===== src/rtl/lru_pkg.sv =====
// Shared types and constants for the LRU cache lookup/insert core.
// Used by the controller, the datapath and the top level; no dependencies.
package lru_pkg;

  localparam int KEY_W      = 32;
  localparam int VALUE_W    = 32;
  localparam int CAP_W      = 5;
  localparam int EVICT_W    = 5;
  localparam int S_DATA_W   = ((KEY_W + VALUE_W + 7) / 8) * 8;
  localparam int M_DATA_W   = ((VALUE_W + EVICT_W + 7) / 8) * 8;
  localparam int M_PAD_W    = M_DATA_W - VALUE_W - EVICT_W;

  localparam int DEF_ENTRIES    = 16;
  localparam int DEF_KEY_BITS   = 32;
  localparam int DEF_VALUE_BITS = 32;

  localparam logic [CAP_W-1:0] CAPACITY_RESET = CAP_W'(16);

  typedef enum logic {
    CMD_LOOKUP = 1'b0,
    CMD_CLEAR  = 1'b1
  } cmd_t;

  typedef struct packed {
    logic load;
    logic compare;
    logic update;
  } ctrl_cmd_t;

endpackage


===== src/rtl/lru_ctrl.sv =====
// Sequencing controller for the LRU cache core: request handshakes and step commands.
// Depends on lru_pkg for the command struct.
module lru_ctrl import lru_pkg::*; (
  input  logic      clk,
  input  logic      rst,
  input  logic      s_tvalid,
  output logic      s_tready,
  output logic      m_tvalid,
  input  logic      m_tready,
  output ctrl_cmd_t cmd
);

  typedef enum logic [1:0] {
    S_IDLE,
    S_CMP,
    S_UPD
  } state_t;

  state_t state;
  state_t state_next;
  logic   out_free;
  logic   accept;

  assign out_free = !m_tvalid || m_tready;
  assign s_tready = (state == S_IDLE) || ((state == S_UPD) && out_free);
  assign accept   = s_tvalid && s_tready;

  always_comb begin
    cmd.load    = accept;
    cmd.compare = (state == S_CMP);
    cmd.update  = (state == S_UPD) && out_free;
    state_next  = state;
    unique case (state)
      S_IDLE: begin
        if (accept) begin
          state_next = S_CMP;
        end
      end
      S_CMP: begin
        state_next = S_UPD;
      end
      S_UPD: begin
        if (out_free) begin
          state_next = accept ? S_CMP : S_IDLE;
        end
      end
      default: begin
        state_next = S_IDLE;
      end
    endcase
  end

  always_ff @(posedge clk) begin
    if (rst) begin
      state    <= S_IDLE;
      m_tvalid <= 1'b0;
    end else begin
      state <= state_next;
      if (cmd.update) begin
        m_tvalid <= 1'b1;
      end else if (m_tready) begin
        m_tvalid <= 1'b0;
      end
    end
  end

endmodule


===== src/rtl/lru_datapath.sv =====
// Datapath of the LRU cache core: entry storage, parallel key compare and recency update.
// Depends on lru_pkg; driven by the command struct from lru_ctrl.
module lru_datapath import lru_pkg::*; #(
  parameter int ENTRIES    = DEF_ENTRIES,
  parameter int KEY_BITS   = DEF_KEY_BITS,
  parameter int VALUE_BITS = DEF_VALUE_BITS
) (
  input  logic               clk,
  input  logic               rst,
  input  ctrl_cmd_t          cmd,
  input  logic               cfg_write,
  input  logic [CAP_W-1:0]   cfg_capacity,
  input  cmd_t               req_cmd,
  input  logic [KEY_W-1:0]   req_key,
  input  logic [VALUE_W-1:0] req_fill,
  output logic               out_hit,
  output logic [VALUE_W-1:0] out_value,
  output logic [EVICT_W-1:0] out_evict
);

  localparam int RW   = $clog2(ENTRIES);
  localparam int CNTW = $clog2(ENTRIES + 1);
  localparam int CMPW = RW + CAP_W + 1;

  logic [KEY_BITS-1:0]   keys [ENTRIES];
  logic [VALUE_BITS-1:0] vals [ENTRIES];
  logic [ENTRIES-1:0]    valid;
  logic [RW-1:0]         rank [ENTRIES];
  logic [CAP_W-1:0]      capacity;

  cmd_t                  in_cmd;
  logic [KEY_BITS-1:0]   in_key;
  logic [VALUE_BITS-1:0] in_fill;

  logic                  hit_r;
  logic [RW-1:0]         hit_idx;
  logic [ENTRIES-1:0]    drop_r;

  logic                  hit_c;
  logic [RW-1:0]         hit_idx_c;
  logic [ENTRIES-1:0]    drop_c;
  logic [CMPW-1:0]       cap_eff;
  logic [RW-1:0]         keep;

  logic [ENTRIES-1:0]    valid_next;
  logic [RW-1:0]         rank_next [ENTRIES];
  logic [ENTRIES-1:0]    kept;
  logic [RW-1:0]         slot;
  logic                  slot_found;
  logic [CNTW-1:0]       dropped;
  logic [RW-1:0]         hit_rank;

  always_comb begin
    cap_eff = CMPW'(capacity);
    if (cap_eff == '0) begin
      cap_eff = CMPW'(1);
    end else if (cap_eff > CMPW'(ENTRIES)) begin
      cap_eff = CMPW'(ENTRIES);
    end
    keep      = RW'(cap_eff - CMPW'(1));
    hit_c     = 1'b0;
    hit_idx_c = '0;
    for (int i = 0; i < ENTRIES; i++) begin
      drop_c[i] = valid[i] && (rank[i] >= keep);
      if (valid[i] && (keys[i] == in_key) && !hit_c) begin
        hit_c     = 1'b1;
        hit_idx_c = RW'(i);
      end
    end
  end

  always_comb begin
    hit_rank   = rank[hit_idx];
    kept       = valid & ~drop_r;
    valid_next = valid;
    slot       = '0;
    slot_found = 1'b0;
    dropped    = '0;
    for (int i = 0; i < ENTRIES; i++) begin
      rank_next[i] = rank[i];
      dropped      = dropped + CNTW'(drop_r[i]);
      if (!kept[i] && !slot_found) begin
        slot       = RW'(i);
        slot_found = 1'b1;
      end
    end
    if (in_cmd == CMD_CLEAR) begin
      valid_next = '0;
      for (int i = 0; i < ENTRIES; i++) begin
        rank_next[i] = '0;
      end
    end else if (hit_r) begin
      for (int i = 0; i < ENTRIES; i++) begin
        if (valid[i] && (rank[i] < hit_rank)) begin
          rank_next[i] = rank[i] + 1'b1;
        end
      end
      rank_next[hit_idx] = '0;
    end else begin
      valid_next = kept;
      for (int i = 0; i < ENTRIES; i++) begin
        rank_next[i] = kept[i] ? rank[i] + 1'b1 : '0;
      end
      valid_next[slot] = 1'b1;
      rank_next[slot]  = '0;
    end
  end

  always_ff @(posedge clk) begin
    if (rst) begin
      valid    <= '0;
      capacity <= CAPACITY_RESET;
      for (int i = 0; i < ENTRIES; i++) begin
        rank[i] <= '0;
      end
    end else begin
      if (cfg_write) begin
        capacity <= cfg_capacity;
      end
      if (cmd.update) begin
        valid <= valid_next;
        for (int i = 0; i < ENTRIES; i++) begin
          rank[i] <= rank_next[i];
        end
      end
    end
  end

  always_ff @(posedge clk) begin
    if (cmd.update && (in_cmd == CMD_LOOKUP) && !hit_r) begin
      keys[slot] <= in_key;
      vals[slot] <= in_fill;
    end
  end

  always_ff @(posedge clk) begin
    if (cmd.load) begin
      in_cmd  <= req_cmd;
      in_key  <= KEY_BITS'(req_key);
      in_fill <= VALUE_BITS'(req_fill);
    end
    if (cmd.compare) begin
      hit_r   <= hit_c;
      hit_idx <= hit_idx_c;
      drop_r  <= drop_c;
    end
    if (cmd.update) begin
      if (in_cmd == CMD_CLEAR) begin
        out_hit   <= 1'b0;
        out_value <= '0;
        out_evict <= '0;
      end else if (hit_r) begin
        out_hit   <= 1'b1;
        out_value <= VALUE_W'(vals[hit_idx]);
        out_evict <= '0;
      end else begin
        out_hit   <= 1'b0;
        out_value <= VALUE_W'(in_fill);
        out_evict <= EVICT_W'(dropped);
      end
    end
  end

endmodule


===== src/rtl/lru_cache_lookup_insert_core.sv =====
// Top level of the fully associative LRU cache lookup/insert core.
// Instantiates lru_ctrl and lru_datapath; depends on lru_pkg.
//
// Each request on the slave stream carries a key and a fill value (tdata) and
// a command (tuser): lookup/insert or clear. Every request yields exactly one
// result on the master stream: the hit flag (tuser), and the returned value
// with the number of evicted entries (tdata).
// A request is registered on acceptance, compared against all entries in the
// next cycle and applied in the update step, which loads the output register.
// A new request is taken in the same cycle as the update of the previous one,
// so the core takes no request while one is in the compare step; this is set
// by the compare and update steps that share the entry storage.
// The capacity register is written through the cfg channel, which is always
// ready, and must only be written while the core is idle.
// Reset empties the cache and sets the capacity to 16. While the receiver
// stalls, the result is held and at most one further request is taken; it then
// waits in the update step until the output register is free.
module lru_cache_lookup_insert_core import lru_pkg::*; #(
  parameter int ENTRIES    = DEF_ENTRIES,
  parameter int KEY_BITS   = DEF_KEY_BITS,
  parameter int VALUE_BITS = DEF_VALUE_BITS
) (
  input  logic                clk,
  input  logic                rst,
  input  logic                cfg_valid,
  output logic                cfg_ready,
  input  logic [CAP_W-1:0]    cfg_data,
  input  logic                s_tvalid,
  output logic                s_tready,
  input  logic [S_DATA_W-1:0] s_tdata,   // key, fill_value
  input  logic [0:0]          s_tuser,   // cmd
  output logic                m_tvalid,
  input  logic                m_tready,
  output logic [M_DATA_W-1:0] m_tdata,   // value, evicted_count, zero padding
  output logic [0:0]          m_tuser    // hit
);

  ctrl_cmd_t          cmd;
  logic               out_hit;
  logic [VALUE_W-1:0] out_value;
  logic [EVICT_W-1:0] out_evict;

  assign cfg_ready = 1'b1;

  lru_ctrl u_ctrl (
    .clk      (clk),
    .rst      (rst),
    .s_tvalid (s_tvalid),
    .s_tready (s_tready),
    .m_tvalid (m_tvalid),
    .m_tready (m_tready),
    .cmd      (cmd)
  );

  lru_datapath #(
    .ENTRIES    (ENTRIES),
    .KEY_BITS   (KEY_BITS),
    .VALUE_BITS (VALUE_BITS)
  ) u_datapath (
    .clk          (clk),
    .rst          (rst),
    .cmd          (cmd),
    .cfg_write    (cfg_valid && cfg_ready),
    .cfg_capacity (cfg_data),
    .req_cmd      (cmd_t'(s_tuser[0])),
    .req_key      (s_tdata[KEY_W-1:0]),
    .req_fill     (s_tdata[KEY_W+VALUE_W-1:KEY_W]),
    .out_hit      (out_hit),
    .out_value    (out_value),
    .out_evict    (out_evict)
  );

  assign m_tdata = {{M_PAD_W{1'b0}}, out_evict, out_value};
  assign m_tuser = out_hit;

endmodule


===== config.mk =====
export PLATFORM = sky130hd
export DESIGN_NAME = lru_cache_lookup_insert_core
export DESIGN_NICKNAME = d
export VERILOG_FILES = /design/src/rtl/lru_pkg.sv /design/src/rtl/lru_ctrl.sv /design/src/rtl/lru_datapath.sv /design/src/rtl/lru_cache_lookup_insert_core.sv
export SDC_FILE = /design/constraint.sdc
export NUM_CORES = 2
export LEC_CHECK = 0
export BUFFER_PORTS_ARGS = -buffer_cell sky130_fd_sc_hd__buf_2
export CORE_ASPECT_RATIO = 0.6
export CORE_MARGIN = 3
export CORE_UTILIZATION = 60
export DETAILED_ROUTE_END_ITERATION = 8
export PLACE_DENSITY = 0.81
export SLEW_MARGIN = 25
export SYNTH_ARGS = -nofsm -noshare
export SYNTH_HDL_FRONTEND = slang
export SYNTH_SLANG_ARGS = --single-unit

===== constraint.sdc =====
create_clock -name clk -period 8 [get_ports clk]
set_input_delay 1.2 -clock clk [delete_from_list [all_inputs] [get_ports clk]]
set_output_delay 1.2 -clock clk [all_outputs]
set_load 0.1 [all_outputs]

Yosys cells after proc, flatten, opt, wreduce, memory -nomap -nowiden
Memory sizes are Yosys's and may differ from the RTL's. Index checks and enable logic that the tools add are counted.

Output and inout port bits: 44. Flip-flop bits (word level): 148. Logic and storage cells: 445. Bits in latches: 0. Bits in read-only memories: 0. Memories: 3. RAM bits: 1088.

Memories: u_datapath.keys (depth 16, bits a word 32, read ports 16, clocked after Yosys merged registers in 0, write ports 1, line lru_datapath.sv:25) `logic [KEY_BITS-1:0] keys [ENTRIES];`; u_datapath.vals (depth 16, bits a word 32, read ports 1, clocked after Yosys merged registers in 0, write ports 1, line lru_datapath.sv:26) `logic [VALUE_BITS-1:0] vals [ENTRIES];`; u_datapath.rank (depth 16, bits a word 4, read ports 17, clocked after Yosys merged registers in 0, write ports 16, line lru_datapath.sv:28) `logic [RW-1:0] rank [ENTRIES];`.

Reduce and logical (&&, ||, !) cells: 142. $lt $le $gt $ge: 39. Shift operators: 0. Divide/modulo/power cells: 0. Equal/unequal tests: 21. Bitwise operators: 26. Multipliers: 0. Multiplexer cells: 166. Add/subtract/negate cells: 32.

Operators with widths (number): $eq 32x32->1 (16); $mux 4 (92); $and 64x64->64 (2); $mux 64 (2); $not 64->64 (2); $logic_and 1x1->1 (85); $add 5x1->5 (14); $add 4x1->4 const B (16); $ge 4x4->1 (16); $lt 4x4->1 (16); $logic_not 1->1 (46); $mux 1 (45); $mux 3 (12); $demux 4 s4 (2); $mux 16 (2); $mux 32 (1); $and 16x16->16 (1); $mux 2 (8); $not 16->16 (1); $or 1x1->1 (16); $or 16x16->16 (1); $ge 5x5->1 const B (2); $lt 5x1->1 const B (2); $not 4->5 (2); other kinds (19) (24).

Longest topological paths before layout
Depth after elaboration: 57. Mapped depth: 14. Depth with buffers taken out: 14.

Hierarchy
Synthesis repeated with hierarchy kept, for this count alone.

Cells, all modules: 3152. Area total of the unflattened synthesis: 53383.7 um^2.

By module, submodules not included: lru_datapath (seq. area each 36815.3 um^2, cells an instance 3130, area each 53182.3 um^2, instances 1); lru_ctrl (seq. area each 60.1 um^2, cells an instance 16, area each 163.9 um^2, instances 1); lru_cache_lookup_insert_core (seq. area each 0.0 um^2, cells an instance 6, area each 37.5 um^2, instances 1).

Worst setup path before layout
OpenSTA, ideal clock, no wires.

Path type: input -> register. From: input m_tready. To: memory u_datapath.keys[5][0] (netlist bit) (enable). Path slack: 1.092 ns. Arrival: 6.340 ns. Stages: 6. Required time: 7.432 ns. Cells stage by stage: nand2b_1 and4b_1 nand2_1 nor2_1 nand2_1 nor3_1.

Longest elaborated chain between the ends: 6.

Ends and longest elaborated chain: start: declaration (line lru_cache_lookup_insert_core.sv:33) `input logic m_tready,`; $logic_or 1x1->1 (line lru_ctrl.sv:24) `assign out_free = !m_tvalid || m_tready;`; $logic_and 1x1->1 (line lru_ctrl.sv:31) `cmd.update = (state == S_UPD) && out_free;`; $logic_and 1x1->1 (2 in series) (line lru_datapath.sv:130) `if (cmd.update && (in_cmd == CMD_LOOKUP) && !hit_r) begin`; $mux 1 (line lru_datapath.sv:130); $mux 1 (implied by the code) (line lru_datapath.sv:131) `keys[slot] <= in_key;`; end: declaration (line lru_datapath.sv:25).

Every way passes these cells.

Final worst setup path
From: register u_datapath.in_key[20]. To: register u_datapath.hit_idx[0] (data pin).

Longest elaborated chain between the ends: 47.

Ends and longest elaborated chain: start: declaration (line lru_datapath.sv:32) `logic [KEY_BITS-1:0] in_key;`; start signal: assignment (line lru_datapath.sv:139) `in_key <= KEY_BITS'(req_key);`; $eq 32x32->1 (line lru_datapath.sv:65) `if (valid[i] && (keys[i] == in_key) && !hit_c) begin`; $logic_and 1x1->1 (line lru_datapath.sv:65); $mux 1 (line lru_datapath.sv:65); $logic_not 1->1 (line lru_datapath.sv:65); $logic_and 1x1->1 (line lru_datapath.sv:65); $mux 1 (line lru_datapath.sv:65); $logic_not 1->1 (line lru_datapath.sv:65); $logic_and 1x1->1 (line lru_datapath.sv:65); [... 31 more ...]; $logic_not 1->1 (line lru_datapath.sv:65); $logic_and 1x1->1 (line lru_datapath.sv:65); $mux 1 (line lru_datapath.sv:65); $logic_not 1->1 (line lru_datapath.sv:65); $logic_and 1x1->1 (line lru_datapath.sv:65); $mux 1 (line lru_datapath.sv:65); $logic_not 1->1 (line lru_datapath.sv:65); $logic_and 1x1->1 (line lru_datapath.sv:65); end signal: assignment (line lru_datapath.sv:144) `hit_idx <= hit_idx_c;`; end: declaration (line lru_datapath.sv:36) `logic [RW-1:0] hit_idx;`.

Parallel ways exist; a longest one is shown, timed or not. A chain may end at the register's enable or synchronous reset.

==> impl_metrics.py <==
metrics = {
    "run_status": {
        "outcome": "completed",
    },
    "synth": {
        "ys.flop_type": "edfxtp_1",
        "syn_area_um2": 53310,
        "async_flop_share": 0,
        "synth_common_cells": "edfxtp_1, xnor2_1, xor2_1",
        "yosys.area.top_type_share": 0.6826,
        "yosys_warnings": 0,
        "synth_edf_count": 1212,
        "ys_ff_latch": 1236,
        "yosysMostFrequentCell": "edfxtp_1",
        "synth_area_leader_cell": "edfxtp_1",
        "synth_area_per_cell_um2": 16.94,
        "synth_cells": 3147,
        "ys_types": 63,
        "synth.area.top_cells": "edfxtp_1, mux4_2, xnor2_1",
        "yosysSeqAreaShare": 0.6917,
    },
    "clock_network": {
        "cts-resized-gates": 0,
        "cts.sinks": 1236,
        "htreeDepth": 3,
        "root_buffer": "clkbuf_16",
        "path_clk_slew_ps": 70,
        "clk_path_buf_depth": 3,
        "hold_buffers": 0,
        "cts_tree": "built",
        "clock_latency_ps": 740,
        "cts_made_buffers": 104,
        "post_cts_buffers": 0,
    },
    "placement": {
        "dp.cells": 4360,
        "place_congestion": 0.9547,
        "dpl.hpwl_um": 82320,
        "portBuffers": 114,
    },
    "critical_path": {
        "startpoint_type": "flip-flop",
        "crit_path_max_fanout": 20,
        "crit_top_cell": "nand4_1",
        "critPathCaptureType": "flip-flop",
        "cpPeakStageDelay_ps": 1060,
        "critical_path_required_ps": 8450,
        "crit_family": "simple AND/OR/NAND/NOR gates",
        "critPathBufInv": 1,
        "path_cells": "buf_4 > xnor2_1 > nand4_1 > nor4_2 > nand4_1 > or4_1 > a21oi_1 > o21ai_0 > a32o_1",
        "cp.arrival_ps": 5120,
        "path_class": "flip-flop to flip-flop",
        "cp_slowest_cell": "edfxtp_1",
    },
    "hold_path": {
        "min_path_type": "flip-flop to flip-flop",
    },
    "drt": {
        "first_pass_iters": 6,
        "postRouteAntennaNets": 0,
        "via_count": 31190,
        "drt_iter0_drc": 5053,
        "drc": 0,
        "viasPerCell": 6.841,
        "wl_per_cell_um": 31.67,
        "routed_wirelength_um": 144400,
    },
    "layout": {
        "antenna_cells": 0,
        "fillCellCount": 5317,
        "syn_to_final_growth_pct": 11.29,
        "final_cells": 4559,
        "fin_nets": 3542,
        "drive_gt1_frac": 0.1676,
    },
    "timing": {
        "maxSlewViolCount": 0,
        "rsz0062_at_grt": "false",
        "timing.final.crit_share": 0.5836,
        "hold_viol": 0,
        "clock-skew-final_ps": 58.50,
        "fin_crit_ps": 4669,
        "setup-tns-final_ps": 0,
        "max_slew_margin": 0.2619,
        "tightest_slew_ps": 1107,
        "max_freq_mhz": 214.2,
        "finalSetupViolations": 0,
    },
    "die": {
        "fp.dieW_um": 390.8,
        "die_area_um2": 92590,
        "ios": 119,
        "rows": 83,
        "core_um2": 86820,
        "start_util": 0.6141,
        "fp.dieH_um": 236.9,
    },
    "grt": {
        "grt_usage": 0.3126,
        "grt_overflow_total": 0,
        "grt_pass1_vias": 31090,
        "antenna_found_initial": 6,
        "grt_max_degree": 67,
        "grt_first_pass_wirelength_um": 209800,
    },
    "power_and_ir_drop": {
        "power.density_nw_per_um2": 230.8,
        "p_leak_nw": 19.69,
        "vdd_drop_max_mv": 0.1992,
    },
    "flow_run": {
        "timing.max_cap.violations": 0,
    },
}
==> placed cells by master (no fill, tap or decap), drive strengths merged, types with 4 or more instances in the layout <==
cell type,netlist,routed
xor2,200,200
fa,10,10
clkinvlp,0,9
nor4,63,63
a21oi,68,68
nor2b,23,23
a221oi,19,19
clkinv,2,50
edfxtp,1212,1212
mux4,179,179
o2bb2ai,7,7
ha,134,134
inv,59,60
a211oi,30,30
and3b,7,7
a22o,33,33
a31oi,25,25
nor3,26,26
xnor2,314,314
o21ai,72,72
clkbuf,57,117
buf,75,200
nand3,27,27
a21o,52,52
or2,11,11
nand4,79,79
and2,20,20
a311oi,14,14
and3,24,24
nor2,110,110
mux2i,4,4
o22ai,18,18
nand2b,45,45
bufinv,0,20
nand2,72,72
dfxtp,24,24
conb,2,4
==> layer usage <==
layer,global-route usage,vias up,routed length (um)
met5,0,-,34
met4,0.09422,4,4718
met3,0.08455,368,19820
met2,0.4635,2586,64900
met1,0.4595,15630,54930
li1,-,12600,-
==> per-stage QoR <==
step,power (mW),hold slack (ps),area (um^2),util,worst slack [ps]
finish,13.69,507.2,59330,0.6834,3331
detailed placement,8.241,490.2,55520,0.6395,3410
floorplan,7.940,450.2,53320,-,1092
CTS,13.69,502.1,59240,0.6823,3508
global route,14.03,535.5,59330,0.6834,3362
global placement,8.195,475.5,55480,0.6390,3136
==> cell type report <==
| type | instances | area, um^2 | area share |
|---|---|---|---|
| multi-input cells | 1720 | 15780 | 0.2659 |
| inverters | 61 | 230.2 | 0.003880 |
| repair buffers | 200 | 1296 | 0.02185 |
| clock buffers | 117 | 2693 | 0.04538 |
| well taps | 1147 | 1435 | 0.02419 |
| clock inverters | 78 | 1026 | 0.01729 |
| flip-flops and latches | 1236 | 36880 | 0.6215 |
==> worst paths after layout <==
kind	startpoint	to	slack [ps]	cells past startpoint
setup / recovery	u_datapath.in_key[20]	u_datapath.hit_idx[0]	3330	9
hold / removal	u_ctrl.state[0]	u_ctrl.state[1]	510	1
setup reg to reg	u_datapath.in_key[20]	u_datapath.hit_idx[0]	3330	9
hold reg to reg	u_ctrl.state[0]	u_ctrl.state[1]	510	1
==> registers in the layout, indices dropped and copies added, names as in the netlist, 2 cells and up <==
signal	cells
u_datapath.keys	512
u_datapath.vals	512
u_datapath.rank	64
u_datapath.in_fill	32
u_datapath.in_key	32
u_datapath.out_value	32
u_datapath.drop_r	16
u_datapath.valid	16
u_datapath.capacity	5
u_datapath.out_evict	5
u_datapath.hit_idx	4
u_ctrl.state	2
==> cells by family (layout without fill, tap and decap cells) <==
kind of cell               Yosys count  in the layout  share of synthesized area
DFF                               1236           1236                     0.6917
and+or+nand+nor                    519            519                    0.05186
xor gates and xnor gates           514            514                    0.08444
AOI/OAI and AO/OA                  356            356                    0.04485
buffers and inverters              193            456                    0.01549
muxes                              183            183                    0.07637
adders and majority gates          144            144                    0.03520
other                                2              4                  0.0001409
==> power by group <==
| part | total, mW | switching (mW) | internal, mW |
|---|---|---|---|
| logic | 0.853 | 0.543 | 0.310 |
| registers | 7.29 | 0.117 | 7.17 |
| clock network | 5.55 | 2.45 | 3.10 |
Note: power is estimated with default switching activity, not from simulation.
